**src/rtl/wnfm_pkg.sv**
```systemverilog
// Package for the wildcard number filter match block.
// Holds sizes, character codes, state types and the walk handshake structs.
// No dependencies.
package wnfm_pkg;

  localparam int MAX_LEN = 32;
  localparam int ADDR_W  = (MAX_LEN > 1) ? $clog2(MAX_LEN) : 1;
  localparam int LEN_W   = $clog2(MAX_LEN + 1);

  localparam logic [7:0] CH_NUL  = 8'h00;
  localparam logic [7:0] CH_STAR = 8'h2A;
  localparam logic [7:0] CH_ANY  = 8'h3F;
  localparam logic [7:0] CH_DOT  = 8'h2E;

  localparam logic MODE_PATTERN = 1'b0;
  localparam logic MODE_NUMBER  = 1'b1;

  typedef enum logic [1:0] {
    TOP_LOAD,
    TOP_CHECK,
    TOP_WALK
  } wnfm_top_state_t;

  typedef enum logic [2:0] {
    WALK_IDLE,
    WALK_RD0,
    WALK_RD1,
    WALK_RD2,
    WALK_RD3,
    WALK_EVAL
  } wnfm_walk_state_t;

  typedef struct packed {
    logic             go;
    logic [LEN_W-1:0] pat_len;
    logic [LEN_W-1:0] num_len;
  } wnfm_walk_req_t;

  typedef struct packed {
    logic done;
    logic matched;
  } wnfm_walk_rsp_t;

endpackage

```
**src/rtl/wnfm_char_ram.sv**
```systemverilog
// Character store: one write port, one registered read port.
// Depends on wnfm_pkg for depth and address width.
module wnfm_char_ram
  import wnfm_pkg::*;
(
  input  logic              clk,
  input  logic              wr_en,
  input  logic [ADDR_W-1:0] wr_addr,
  input  logic [7:0]        wr_data,
  input  logic [ADDR_W-1:0] rd_addr,
  output logic [7:0]        rd_data
);

  logic [7:0] mem [MAX_LEN];
  logic [7:0] rd_data_r;

  always_ff @(posedge clk) begin
    if (wr_en) begin
      mem[wr_addr] <= wr_data;
    end
  end

  always_ff @(posedge clk) begin
    rd_data_r <= mem[rd_addr];
  end

  assign rd_data = rd_data_r;

endmodule

```
**src/rtl/wnfm_walk.sv**
```systemverilog
// Greedy wildcard walk sequencer: fetches pattern and number characters
// through the two store read ports and steps one shared compare unit.
// Depends on wnfm_pkg.
module wnfm_walk
  import wnfm_pkg::*;
(
  input  logic              clk,
  input  logic              rst_n,
  input  wnfm_walk_req_t    req,
  output logic [ADDR_W-1:0] pat_rd_addr,
  input  logic [7:0]        pat_rd_data,
  output logic [ADDR_W-1:0] num_rd_addr,
  input  logic [7:0]        num_rd_data,
  output wnfm_walk_rsp_t    rsp
);

  wnfm_walk_state_t state_r, state_nxt;

  logic [LEN_W-1:0] p_r, p_nxt;
  logic [LEN_W-1:0] n_r, n_nxt;
  logic             in_star_r, in_star_nxt;
  logic             ok_p_r, ok_n_r;
  logic [7:0]       c_r, f1_r, f2_r, x_r, y_r, z_r;

  logic [1:0]       offset;
  logic [LEN_W:0]   p_idx, n_idx;
  logic [7:0]       p_val, n_val;
  logic             hit, adv;

  // Read offset follows the fetch step: current, next, one after.
  always_comb begin
    case (state_r)
      WALK_RD1: offset = 2'd1;
      WALK_RD2: offset = 2'd2;
      default:  offset = 2'd0;
    endcase
  end

  assign p_idx       = {1'b0, p_r} + {{(LEN_W - 1){1'b0}}, offset};
  assign n_idx       = {1'b0, n_r} + {{(LEN_W - 1){1'b0}}, offset};
  assign pat_rd_addr = p_idx[ADDR_W-1:0];
  assign num_rd_addr = n_idx[ADDR_W-1:0];

  // Reads past a string's end see the zero character.
  assign p_val = ok_p_r ? pat_rd_data : CH_NUL;
  assign n_val = ok_n_r ? num_rd_data : CH_NUL;

  assign hit = ((x_r == f1_r) || (f1_r == CH_ANY)) &&
               ((y_r == f2_r) || (f2_r == CH_ANY) || (f2_r == CH_STAR));
  assign adv = (f2_r != CH_ANY) || (z_r == CH_DOT) || (z_r == CH_NUL);

  // Next state
  always_comb begin
    state_nxt = state_r;
    unique case (state_r)
      WALK_IDLE: if (req.go) state_nxt = WALK_RD0;
      WALK_RD0:  state_nxt = WALK_RD1;
      WALK_RD1:  state_nxt = WALK_RD2;
      WALK_RD2:  state_nxt = WALK_RD3;
      WALK_RD3:  state_nxt = WALK_EVAL;
      WALK_EVAL: state_nxt = rsp.done ? WALK_IDLE : WALK_RD0;
      default:   state_nxt = WALK_IDLE;
    endcase
  end

  // Step evaluation
  always_comb begin
    p_nxt       = p_r;
    n_nxt       = n_r;
    in_star_nxt = in_star_r;
    rsp.done    = 1'b0;
    rsp.matched = 1'b0;
    unique case (state_r)
      WALK_IDLE: begin
        if (req.go) begin
          p_nxt       = '0;
          n_nxt       = '0;
          in_star_nxt = 1'b0;
        end
      end
      WALK_EVAL: begin
        if (in_star_r && (x_r == CH_NUL)) begin
          // Skip ran off the number: pass only if the star closes the pattern.
          rsp.done    = 1'b1;
          rsp.matched = (f1_r == CH_NUL);
        end else if ((c_r == CH_NUL) || (x_r == CH_NUL)) begin
          rsp.done    = 1'b1;
          rsp.matched = (c_r == CH_NUL) && (x_r == CH_NUL);
        end else if (c_r == CH_STAR) begin
          if (f1_r == CH_STAR) begin
            p_nxt = p_r + LEN_W'(1);
          end else if (hit) begin
            n_nxt       = n_r + LEN_W'(1);
            p_nxt       = adv ? (p_r + LEN_W'(2)) : (p_r + LEN_W'(1));
            in_star_nxt = 1'b0;
          end else begin
            n_nxt       = n_r + LEN_W'(1);
            in_star_nxt = 1'b1;
          end
        end else if ((c_r == CH_ANY) || (c_r == x_r)) begin
          n_nxt = n_r + LEN_W'(1);
          p_nxt = p_r + LEN_W'(1);
        end else begin
          rsp.done    = 1'b1;
          rsp.matched = 1'b0;
        end
      end
      default: ;
    endcase
  end

  always_ff @(posedge clk) begin
    if (!rst_n) begin
      state_r   <= WALK_IDLE;
      in_star_r <= 1'b0;
    end else begin
      state_r   <= state_nxt;
      in_star_r <= in_star_nxt;
    end
  end

  always_ff @(posedge clk) begin
    p_r    <= p_nxt;
    n_r    <= n_nxt;
    ok_p_r <= p_idx < {1'b0, req.pat_len};
    ok_n_r <= n_idx < {1'b0, req.num_len};
    case (state_r)
      WALK_RD1: begin
        c_r <= p_val;
        x_r <= n_val;
      end
      WALK_RD2: begin
        f1_r <= p_val;
        y_r  <= n_val;
      end
      WALK_RD3: begin
        f2_r <= p_val;
        z_r  <= n_val;
      end
      default: ;
    endcase
  end

endmodule

```
**src/rtl/wildcard_number_filter_match_top.sv**
```systemverilog
// Top level of the wildcard number filter match block.
// Loads both strings into two character stores and runs the walk sequencer.
// Depends on wnfm_pkg, wnfm_char_ram and wnfm_walk.
//
//  channel  | ports                                   | handshake
//  ---------+-----------------------------------------+------------------------------
//  input    | in_mode, in_char_code                   | word taken when start & !busy
//  result   | out_matched, out_too_long               | out_valid high for one cycle
//
// Each character word is written into its store when taken; busy stays low while loading.
// The word ending the second string raises busy: the check state, then, unless the
// check settles the result, the walk, one step per compare (at most about 2*MAX_LEN+1
// steps, each through states RD0 to RD3 and EVAL), paced by the single read port of each store.
// Reset clears lengths, end flags and the sequencers; the stores are not cleared.
// The receiver cannot stall: the result shows for one cycle and busy drops with it.
module wildcard_number_filter_match_top
  import wnfm_pkg::*;
(
  input  logic       clk,
  input  logic       rst_n,
  input  logic       start,
  output logic       busy,
  input  logic       in_mode,
  input  logic [7:0] in_char_code,
  output logic       out_valid,
  output logic       out_matched,
  output logic       out_too_long
);

  wnfm_top_state_t state_r, state_nxt;

  logic [LEN_W-1:0] pat_len_r, num_len_r;
  logic             pat_end_r, num_end_r;
  logic             ovf_r;
  logic             pat0_star_r;
  logic             out_valid_r, out_matched_r, out_too_long_r;

  logic             accept;
  logic             sel_end, other_end;
  logic [LEN_W-1:0] sel_len;
  logic             char_nul, sel_full;
  logic             load_char, drop_char, end_str, both_end;
  logic             pat_wr_en, num_wr_en;

  logic             emit, emit_matched, emit_too_long, clear;

  logic [ADDR_W-1:0] pat_rd_addr, num_rd_addr;
  logic [7:0]        pat_rd_data, num_rd_data;
  wnfm_walk_req_t    walk_req;
  wnfm_walk_rsp_t    walk_rsp;

  // Input word decode: pick the string the word belongs to.
  assign accept    = start && !busy;
  assign sel_end   = (in_mode == MODE_NUMBER) ? num_end_r : pat_end_r;
  assign other_end = (in_mode == MODE_NUMBER) ? pat_end_r : num_end_r;
  assign sel_len   = (in_mode == MODE_NUMBER) ? num_len_r : pat_len_r;
  assign char_nul  = (in_char_code == CH_NUL);
  assign sel_full  = (sel_len >= LEN_W'(MAX_LEN));

  // Drop words for a string that already ended.
  assign load_char = accept && !sel_end && !char_nul && !sel_full;
  assign drop_char = accept && !sel_end && !char_nul && sel_full;
  assign end_str   = accept && !sel_end && char_nul;
  assign both_end  = end_str && other_end;

  assign pat_wr_en = load_char && (in_mode == MODE_PATTERN);
  assign num_wr_en = load_char && (in_mode == MODE_NUMBER);

  // Next state
  always_comb begin
    state_nxt = state_r;
    unique case (state_r)
      TOP_LOAD:  if (both_end) state_nxt = TOP_CHECK;
      TOP_CHECK: begin
        if (ovf_r || ((pat_len_r == LEN_W'(1)) && pat0_star_r)) begin
          state_nxt = TOP_LOAD;
        end else begin
          state_nxt = TOP_WALK;
        end
      end
      TOP_WALK:  if (walk_rsp.done) state_nxt = TOP_LOAD;
      default:   state_nxt = TOP_LOAD;
    endcase
  end

  // Outputs of the control: result emit, clear of the pair, walk launch.
  always_comb begin
    emit             = 1'b0;
    emit_matched     = 1'b0;
    emit_too_long    = 1'b0;
    walk_req.go      = 1'b0;
    walk_req.pat_len = pat_len_r;
    walk_req.num_len = num_len_r;
    unique case (state_r)
      TOP_CHECK: begin
        if (ovf_r) begin
          // Oversized string forces a miss.
          emit          = 1'b1;
          emit_too_long = 1'b1;
        end else if ((pat_len_r == LEN_W'(1)) && pat0_star_r) begin
          // A lone star passes any number, empty too.
          emit         = 1'b1;
          emit_matched = 1'b1;
        end else begin
          walk_req.go = 1'b1;
        end
      end
      TOP_WALK: begin
        if (walk_rsp.done) begin
          emit         = 1'b1;
          emit_matched = walk_rsp.matched;
        end
      end
      default: ;
    endcase
  end

  assign clear = emit;

  always_ff @(posedge clk) begin
    if (!rst_n) begin
      state_r     <= TOP_LOAD;
      pat_len_r   <= '0;
      num_len_r   <= '0;
      pat_end_r   <= 1'b0;
      num_end_r   <= 1'b0;
      ovf_r       <= 1'b0;
      pat0_star_r <= 1'b0;
      out_valid_r <= 1'b0;
    end else begin
      state_r     <= state_nxt;
      out_valid_r <= emit;
      if (clear) begin
        pat_len_r <= '0;
        num_len_r <= '0;
        pat_end_r <= 1'b0;
        num_end_r <= 1'b0;
        ovf_r     <= 1'b0;
      end else begin
        if (pat_wr_en) pat_len_r <= pat_len_r + LEN_W'(1);
        if (num_wr_en) num_len_r <= num_len_r + LEN_W'(1);
        if (drop_char) ovf_r <= 1'b1;
        if (end_str && (in_mode == MODE_PATTERN)) pat_end_r <= 1'b1;
        if (end_str && (in_mode == MODE_NUMBER))  num_end_r <= 1'b1;
      end
      // Track whether the first pattern character is a star.
      if (pat_wr_en && (pat_len_r == '0)) begin
        pat0_star_r <= (in_char_code == CH_STAR);
      end
    end
  end

  // Hold the result for its single strobe cycle.
  always_ff @(posedge clk) begin
    if (emit) begin
      out_matched_r  <= emit_matched;
      out_too_long_r <= emit_too_long;
    end
  end

  assign busy         = (state_r != TOP_LOAD);
  assign out_valid    = out_valid_r;
  assign out_matched  = out_matched_r;
  assign out_too_long = out_too_long_r;

  wnfm_char_ram u_pat_ram (
    .clk     (clk),
    .wr_en   (pat_wr_en),
    .wr_addr (pat_len_r[ADDR_W-1:0]),
    .wr_data (in_char_code),
    .rd_addr (pat_rd_addr),
    .rd_data (pat_rd_data)
  );

  wnfm_char_ram u_num_ram (
    .clk     (clk),
    .wr_en   (num_wr_en),
    .wr_addr (num_len_r[ADDR_W-1:0]),
    .wr_data (in_char_code),
    .rd_addr (num_rd_addr),
    .rd_data (num_rd_data)
  );

  wnfm_walk u_walk (
    .clk         (clk),
    .rst_n       (rst_n),
    .req         (walk_req),
    .pat_rd_addr (pat_rd_addr),
    .pat_rd_data (pat_rd_data),
    .num_rd_addr (num_rd_addr),
    .num_rd_data (num_rd_data),
    .rsp         (walk_rsp)
  );

endmodule

```
**config.mk**
```make
export PLATFORM = sky130hd
export DESIGN_NAME = wildcard_number_filter_match_top
export DESIGN_NICKNAME = d
export VERILOG_FILES = /design/src/rtl/wnfm_pkg.sv /design/src/rtl/wnfm_char_ram.sv /design/src/rtl/wnfm_walk.sv /design/src/rtl/wildcard_number_filter_match_top.sv
export SDC_FILE = /design/constraint.sdc
export NUM_CORES = 1
export LEC_CHECK = 0
export ABC_CLOCK_PERIOD_IN_PS = 10200
export BUFFER_PORTS_ARGS = -buffer_cell sky130_fd_sc_hd__clkbuf_2
export CAP_MARGIN = 20
export CELL_PAD_IN_SITES_DETAIL_PLACEMENT = 1
export CELL_PAD_IN_SITES_GLOBAL_PLACEMENT = 1
export CORE_UTILIZATION = 55
export DETAILED_ROUTE_END_ITERATION = 8
export MAX_ROUTING_LAYER = met4
export PLACE_DENSITY_LB_ADDON = 0.1
export RECOVER_POWER = 100
export SLEW_MARGIN = 20
export SYNTH_ARGS = -nofsm -noshare
export SYNTH_HDL_FRONTEND = slang
export SYNTH_SLANG_ARGS = --single-unit
```
**constraint.sdc**
```tcl
create_clock -name clk -period 10.2 [get_ports clk]
set_input_delay 0.51 -clock clk [delete_from_list [all_inputs] [get_ports clk]]
set_output_delay 0.51 -clock clk [all_outputs]
set_load 0.01 [all_outputs]
```
# Word level (Yosys, flattened, before mapping)
# Memory sizes are Yosys's and may differ from the RTL's. A register that Yosys moved wholly into a read port is not among the register bits.
# Cells that the tools add are included.
[totals]
regBits = 87
latch_bits = 0
mem_bits_rw = 512
mem_bits_ro = 0
in_bits = 12
output_inout_bits = 4
word_cells = 164
mem_count = 2
[op_classes]
add_sub_neg = 7
multipliers = 0
div = 0
order_cmp = 3
eq_ne = 30
shifts = 0
mux = 55
bitwise_logic = 2
n_reduce_logical = 43
[memory_table]
columns = ["name", "depth", "word_bits", "read_ports", "rd_clocked_by_memory_dff", "write_ports", "line", "rtl"]
rows = [
  ["u_num_ram.mem", 32, 8, 1, 1, 1, "wnfm_char_ram.sv:14", "logic [7:0] mem [MAX_LEN];"],
  ["u_pat_ram.mem", 32, 8, 1, 1, 1, "wnfm_char_ram.sv:14", ""],
]
[op_table]
columns = ["op", "count"]
rows = [
  ["$mux W6", 14],
  ["$eq A8 B6 Y1 const B", 8],
  ["$logic_not A8 Y1", 5],
  ["$add A6 B1 Y6 const B", 4],
  ["$eq A8 B8 Y1", 3],
  ["$pmux W6 S2", 2],
  ["$mux W1", 22],
  ["$pmux W3 S6", 1],
  ["$reduce_and A6 Y1", 3],
  ["$logic_and A1 B1 Y1", 16],
  ["$mux W2", 8],
  ["$mux W8", 2],
  ["$add A6 B2 Y7", 2],
  ["$lt A7 B6 Y1", 2],
  ["$logic_or A1 B1 Y1", 8],
  ["$ne A2 B2 Y1 const B", 4],
  ["$ne A8 B6 Y1 const B", 1],
  ["$add A6 B2 Y6 const B", 1],
  ["$eq A3 B2 Y1 const B", 2],
  ["$eq A3 B3 Y1 const B", 2],
  ["$eq A6 B1 Y1 const B", 1],
  ["$ge A6 B6 Y1 const B", 1],
  ["$logic_not A6 Y1", 1],
  ["$ne A2 B1 Y1 const B", 3],
  ["other kinds (17)", 24],
]

# Logic depth before layout (Yosys ltp)
[depth]
depth_word = 10
depth_mapped = 14

# By module
# A second synthesis with hierarchy kept.
[hier_totals]
cells_unflattened = 1266
area_unflattened_um2 = 24836.3
[by_module_without_submodules]
columns = ["mod", "instances", "cells_each", "area_per_inst_um2"]
rows = [
  ["wnfm_char_ram", 2, 417, 10053.4],
  ["wnfm_walk", 1, 282, 3422.0],
  ["wildcard_number_filter_match_top", 1, 150, 1307.5],
]

# Least setup slack after synthesis
# OpenSTA, ideal clock, no wires.
[synth_path]
path_kind = "register -> register"
from = "reg u_walk.state_r[1]"
to = "reg u_num_ram.rd_data_r[6] (netlist: u_num_ram.rd_data[6]), read port of u_num_ram.mem"
arrival_time_ps = 4191
t_required_ps = 10079
slack_ps = 5888
path_stages_with_launch = 9
period_less_slack_ps = 4312
cell_sequence = "dfxtp_1 > buf_2 > nor3b_1 > ha_1 > buf_2 > buf_1 > mux4_2 > mux4_1 > mux2_2"
[synth_between]
elab_chain_len = 3
word_cells_on_any_way = 4
[synth_rtl]
columns = ["element", "line", "rtl"]
rows = [
  ["start: declaration", "wnfm_walk.sv:17", "wnfm_walk_state_t state_r, state_nxt;"],
  ["start signal: assignment", "wnfm_walk.sv:117", "state_r <= state_nxt;"],
  ["$eq A3 B2 Y1", "wnfm_walk.sv:32", "case (state_r)"],
  ["$pmux W2 S2 (*)", "wnfm_walk.sv:32", ""],
  ["$add A6 B2 Y7 (*)", "wnfm_walk.sv:40", "assign n_idx = {1'b0, n_r} + {{(LEN_W - 1){1'b0}}, offset};"],
  ["end: declaration", "wnfm_char_ram.sv:15", "logic [7:0] rd_data_r;"],
]
# Every way passes the cells marked *; elsewhere a longest branch is shown, timed or not.
# A chain may end at the register's enable or synchronous reset.

# Final worst setup path
[layout_path]
from = "reg u_walk.state_r[1]"
to = "reg u_pat_ram.rd_data_r[7] (netlist: u_pat_ram.rd_data[7]), read port of u_pat_ram.mem"
[layout_between]
elab_chain_len = 3
word_cells_on_any_way = 4
[layout_rtl]
columns = ["element", "line", "rtl"]
rows = [
  ["$eq A3 B2 Y1", "wnfm_walk.sv:32", ""],
  ["$pmux W2 S2 (*)", "wnfm_walk.sv:32", ""],
  ["$add A6 B2 Y7 (*)", "wnfm_walk.sv:39", "assign p_idx = {1'b0, p_r} + {{(LEN_W - 1){1'b0}}, offset};"],
  ["end: declaration", "wnfm_char_ram.sv:15", ""],
]
# Marks and branches as above.

==> results.yml <==
place:
  placement.setup.worst_slack_ns: 6.00
  numPlacedInstances: 1812
  gp_congestion: 0.856
  placedInstanceArea_um2: 25500
  numPortBuffers: 15
  dp_hpwl_um: 34300
synthesis:
  yosys_warnings: 0
  share_of_flip_flops_with_an_asynchronous_set_or_reset: 0
  post_synth.cell_area_avg_um2: 20.0
  mappedNetlistArea_um2: 24700
  ys_ff_latch: 615
  synthDistinctLibCells: 57
  synthCells: 1236
  synth_nets: 1276
  synth_enable_flop_cells: 574
  synth_flop_cell: "sky130_fd_sc_hd__edfxtp_1"
  synth_seq_area_share: 0.731
pwr:
  power.combinational.fraction: 0.014
  max-vdd-ir-drop_mv: 0.155
  pwr-share-clk: 0.443
  power_mw: 5.09
  powerDensity_nw_per_um2: 186
  switching_share: 0.193
  internal_dissipation_mw: 4.11
  leakagePower_nw: 8.50
  seq_power_share: 0.543
  net-switching-power_uw: 984
setup_path:
  regToRegEndpoint: "u_pat_ram.rd_data[7]"
  critPathMaxStageDelay_ns: 2.99
  timing.critical_path.required_ns: 10.70
  timing.critical_path.from_type: "register"
  setup.reg_to_reg.worst_slack_ns: 3.37
  path_common_cell: "sky130_fd_sc_hd__clkbuf_1"
  timing.setup.critical_path_class: "reg -> reg"
  worstReg2RegStart: "u_walk.state_r[1]"
  crit_path_cell_trace: "and3b_1, clkbuf_1, xor2_1, ha_2, clkbuf_1, mux4_2, mux4_1, mux2_2"
  biggest_fanout_along_the_worst_timing_path: 65
  endpoint_kind: "register"
  worst_ep_arrival_time_ns: 7.33
  cpMaxStageDelayCell: "sky130_fd_sc_hd__clkbuf_1"
  reg2reg_path_depth: 8
timing:
  timing.setup.tns_ns: 0
  finalSetupViolations: 0
  layout_min_cycle_time_ns: 6.83
  min_period_over_period: 0.670
  worst_hold_slack_ns: 0.299
  finalHoldViolCount: 0
  fin_skew_ns: 0.0106
  max_freq_ghz: 0.146
  worst-slew-pin-transition_ns: 4.29
  report.final.slew_viol_count: 641
  fin_ws_ns: 3.37
  rsz0062_at_grt: "no"
  worst_slew_margin_rel: -1.86
clocking:
  quantity_of_gates_resized_following_cts: 0
  worst_setup_hold_path_clk_slew_ns: 0.06
  insertion_delay_ns: 0.61
  postCtsHoldBufs: 0
  cts_max_path_buffers: 3
  cts_buffers: 60
  tritoncts: "yes"
  clk_root_buffer_cell: "sky130_fd_sc_hd__clkbuf_16"
  postCtsSetupRepairBufs: 0
  htree_num_levels: 2
  clock_sinks: 615
grt:
  grt_remaining_overflow: 0
  globalRouteMet1Util: 0.389
  number_of_global_route_vias_before_repair: 12507
  grtUsageMet3: 0.0334
  grt.busiest_layer: "met1"
  global_route.usage.met2: 0.378
  grt_max_degree: 67
  global_route_wire_length_before_repair_um: 83000
  grt_antenna_before_repair: 0
  grt_util_all_layers: 0.257
drt:
  antenna_left: 0
  drt-initial-drc-count: 1239
  route.final.wire_length_um: 55700
  drcViolationCount: 0
  via_cell_ratio: 6.26
  dr_total_vias: 12027
  detailedRoute.firstPassIterationCount: 5
  wl_per_cell_um: 29.0
final_layout:
  final_net_count: 1322
  end_of_flow_core_utilization: 0.619
  layoutNonFillerInstCount: 1922
  multi_input_area_um2: 6350
  n_fill_cell: 3706
  drive_gt1_frac: 0.200
  area_delta_synth_final_pct: 10.9
  final_cell_area_um2: 27400
  sequential_cell_area_um2: 18100
floorplan:
  die_w_um: 214
  floorplan.rows: 77
  die-height_um: 214
  ios: 16
  initial_utilization: 0.558
  fp.dieArea_um2: 45800
  core_area_um2: 44300
worst_hold_path:
  timing.hold.worst.class: "in -> reg"
  timing.hold.worst.start: "start"
  hold_end: "pat_end_r"
  hold-path-cell-count: 4
run:
  maxCapViolations: 10
outcome:
  run_status: "finished, violations left"
  failing_checks: "capacitance limit, slew limit"
synthesized netlist by cell type, types with 3 or more instances:
cell type | number | area, um2
sky130_fd_sc_hd__clkbuf_1 | 29 | 109
sky130_fd_sc_hd__nand4_1 | 12 | 75.1
sky130_fd_sc_hd__mux4_1 | 32 | 841
sky130_fd_sc_hd__nor3b_1 | 3 | 22.5
sky130_fd_sc_hd__a211oi_1 | 3 | 22.5
sky130_fd_sc_hd__nand3_1 | 30 | 150
sky130_fd_sc_hd__mux4_2 | 128 | 2880
sky130_fd_sc_hd__nor3_1 | 9 | 45.0
sky130_fd_sc_hd__inv_1 | 22 | 82.6
sky130_fd_sc_hd__buf_2 | 6 | 30.0
sky130_fd_sc_hd__or3_1 | 3 | 18.8
sky130_fd_sc_hd__dfxtp_1 | 41 | 821
sky130_fd_sc_hd__or4_1 | 6 | 45.0
sky130_fd_sc_hd__nor2_1 | 96 | 360
sky130_fd_sc_hd__buf_6 | 3 | 33.8
sky130_fd_sc_hd__mux2_2 | 17 | 191
sky130_fd_sc_hd__o21ai_0 | 13 | 65.1
sky130_fd_sc_hd__a21boi_0 | 5 | 37.5
sky130_fd_sc_hd__nor2b_1 | 3 | 18.8
sky130_fd_sc_hd__xor2_1 | 5 | 43.8
sky130_fd_sc_hd__mux2i_1 | 5 | 50.1
sky130_fd_sc_hd__edfxtp_1 | 574 | 17200
sky130_fd_sc_hd__ha_1 | 28 | 350
sky130_fd_sc_hd__nand2_1 | 26 | 97.6
sky130_fd_sc_hd__and3_1 | 8 | 50.1
sky130_fd_sc_hd__xnor2_1 | 42 | 368
sky130_fd_sc_hd__a21oi_1 | 15 | 75.1
sky130_fd_sc_hd__and2_1 | 19 | 119
sky130_fd_sc_hd__buf_1 | 9 | 33.8
cells by family after synthesis:
group                    count (synthesis)  synth area share
AO/OA/AOI/OAI                           53            0.0143
XOR/XNOR                                51            0.0202
adder cells (fa/ha/maj)                 30            0.0150
buffers and inverters                   75            0.0141
flip-flops                             615             0.731
multiplexers                           182             0.160
AND/OR/NAND/NOR                        230            0.0455
cells in the final DEF (no fill, tap or decap), types with 6 or more instances in the layout:
cell                        count
sky130_fd_sc_hd__a21oi_1       15
sky130_fd_sc_hd__and2_0        18
sky130_fd_sc_hd__and3_1         8
sky130_fd_sc_hd__bufinv_16      8
sky130_fd_sc_hd__clkbuf_1      29
sky130_fd_sc_hd__clkbuf_16     61
sky130_fd_sc_hd__clkbuf_2       9
sky130_fd_sc_hd__clkbuf_8       6
sky130_fd_sc_hd__clkinv_1       8
sky130_fd_sc_hd__clkinv_2      14
sky130_fd_sc_hd__dfxtp_1       41
sky130_fd_sc_hd__edfxtp_1     574
sky130_fd_sc_hd__ha_1          24
sky130_fd_sc_hd__inv_1         22
sky130_fd_sc_hd__mux2_2        17
sky130_fd_sc_hd__mux4_1        32
sky130_fd_sc_hd__mux4_2       128
sky130_fd_sc_hd__nand2_1       26
sky130_fd_sc_hd__nand3_1       30
sky130_fd_sc_hd__nand4_1       12
sky130_fd_sc_hd__nor2_1        96
sky130_fd_sc_hd__nor3_1         9
sky130_fd_sc_hd__o21ai_0       13
sky130_fd_sc_hd__or4_1          6
sky130_fd_sc_hd__xnor2_1       42
flip-flops by register name, indices dropped and copies added, names as in the netlist, 2 cells and up:
name,flops
u_pat_ram.mem,256
u_walk.f1_r,8
u_walk.z_r,8
u_walk.n_r,6
u_num_ram.rd_data,8
u_walk.f2_r,8
u_walk.state_r,3
u_num_ram.mem,256
u_walk.x_r,8
num_len_r,6
u_walk.p_r,6
state_r,2
pat_len_r,6
u_walk.y_r,8
u_pat_ram.rd_data,8
u_walk.c_r,8
routing by layer:
layer  up-vias  wire length [um]
met5         -                 0
met4         0               822
met3        59              3280
met2       392             25900
met1      6446             25700
li1       5130                 -
how the worst max path moves through the flow:
stage / to / startpoint / cells after the start
6_report: u_pat_ram.rd_data[7] / u_walk.state_r[1] / 8
5_1_grt: u_pat_ram.rd_data[5] / u_walk.state_r[1] / 8
4_1_cts: u_num_ram.rd_data[0] / u_walk.state_r[1] / 7
3_5_place_dp: u_num_ram.rd_data[0] / u_walk.state_r[1] / 7
3_3_place_gp: u_num_ram.rd_data[3] / u_walk.state_r[1] / 7
2_1_floorplan: u_num_ram.rd_data[6] / u_walk.state_r[1] / 8
power groups by stage:
stage / Clock [mW] / Sequential (mW) / Combinational, mW
detailed placement: 0 / 2.81 / 0.0739
global route: 2.36 / 2.77 / 0.0769
floorplan: 0 / 2.81 / 0.0222
finish: 2.26 / 2.77 / 0.0716
global placement: 0 / 2.81 / 0.0697
CTS: 2.28 / 2.76 / 0.0741
area by class of cell:
cell class | instances | share of cell area
timing repair buffer | 35 | 0.00589
inverter | 24 | 0.00329
clock inverter | 33 | 0.0134
sequential | 615 | 0.659
multi-input combinational | 546 | 0.232
antenna | 2 | 0.000183
clock buffer | 75 | 0.0598
tap | 592 | 0.0270
worst max-delay path, delay by kind of cell (launching register included):
family | cells | cell delay [ns]
AND/OR/NAND/NOR | 1 | 0.20
multiplexers | 3 | 1.46
flip-flops | 1 | 0.49
adder cells (fa/ha/maj) | 1 | 0.39
XOR/XNOR | 1 | 0.15
buffers and inverters | 2 | 3.97
Note: power is estimated with default switching activity, not from simulation.
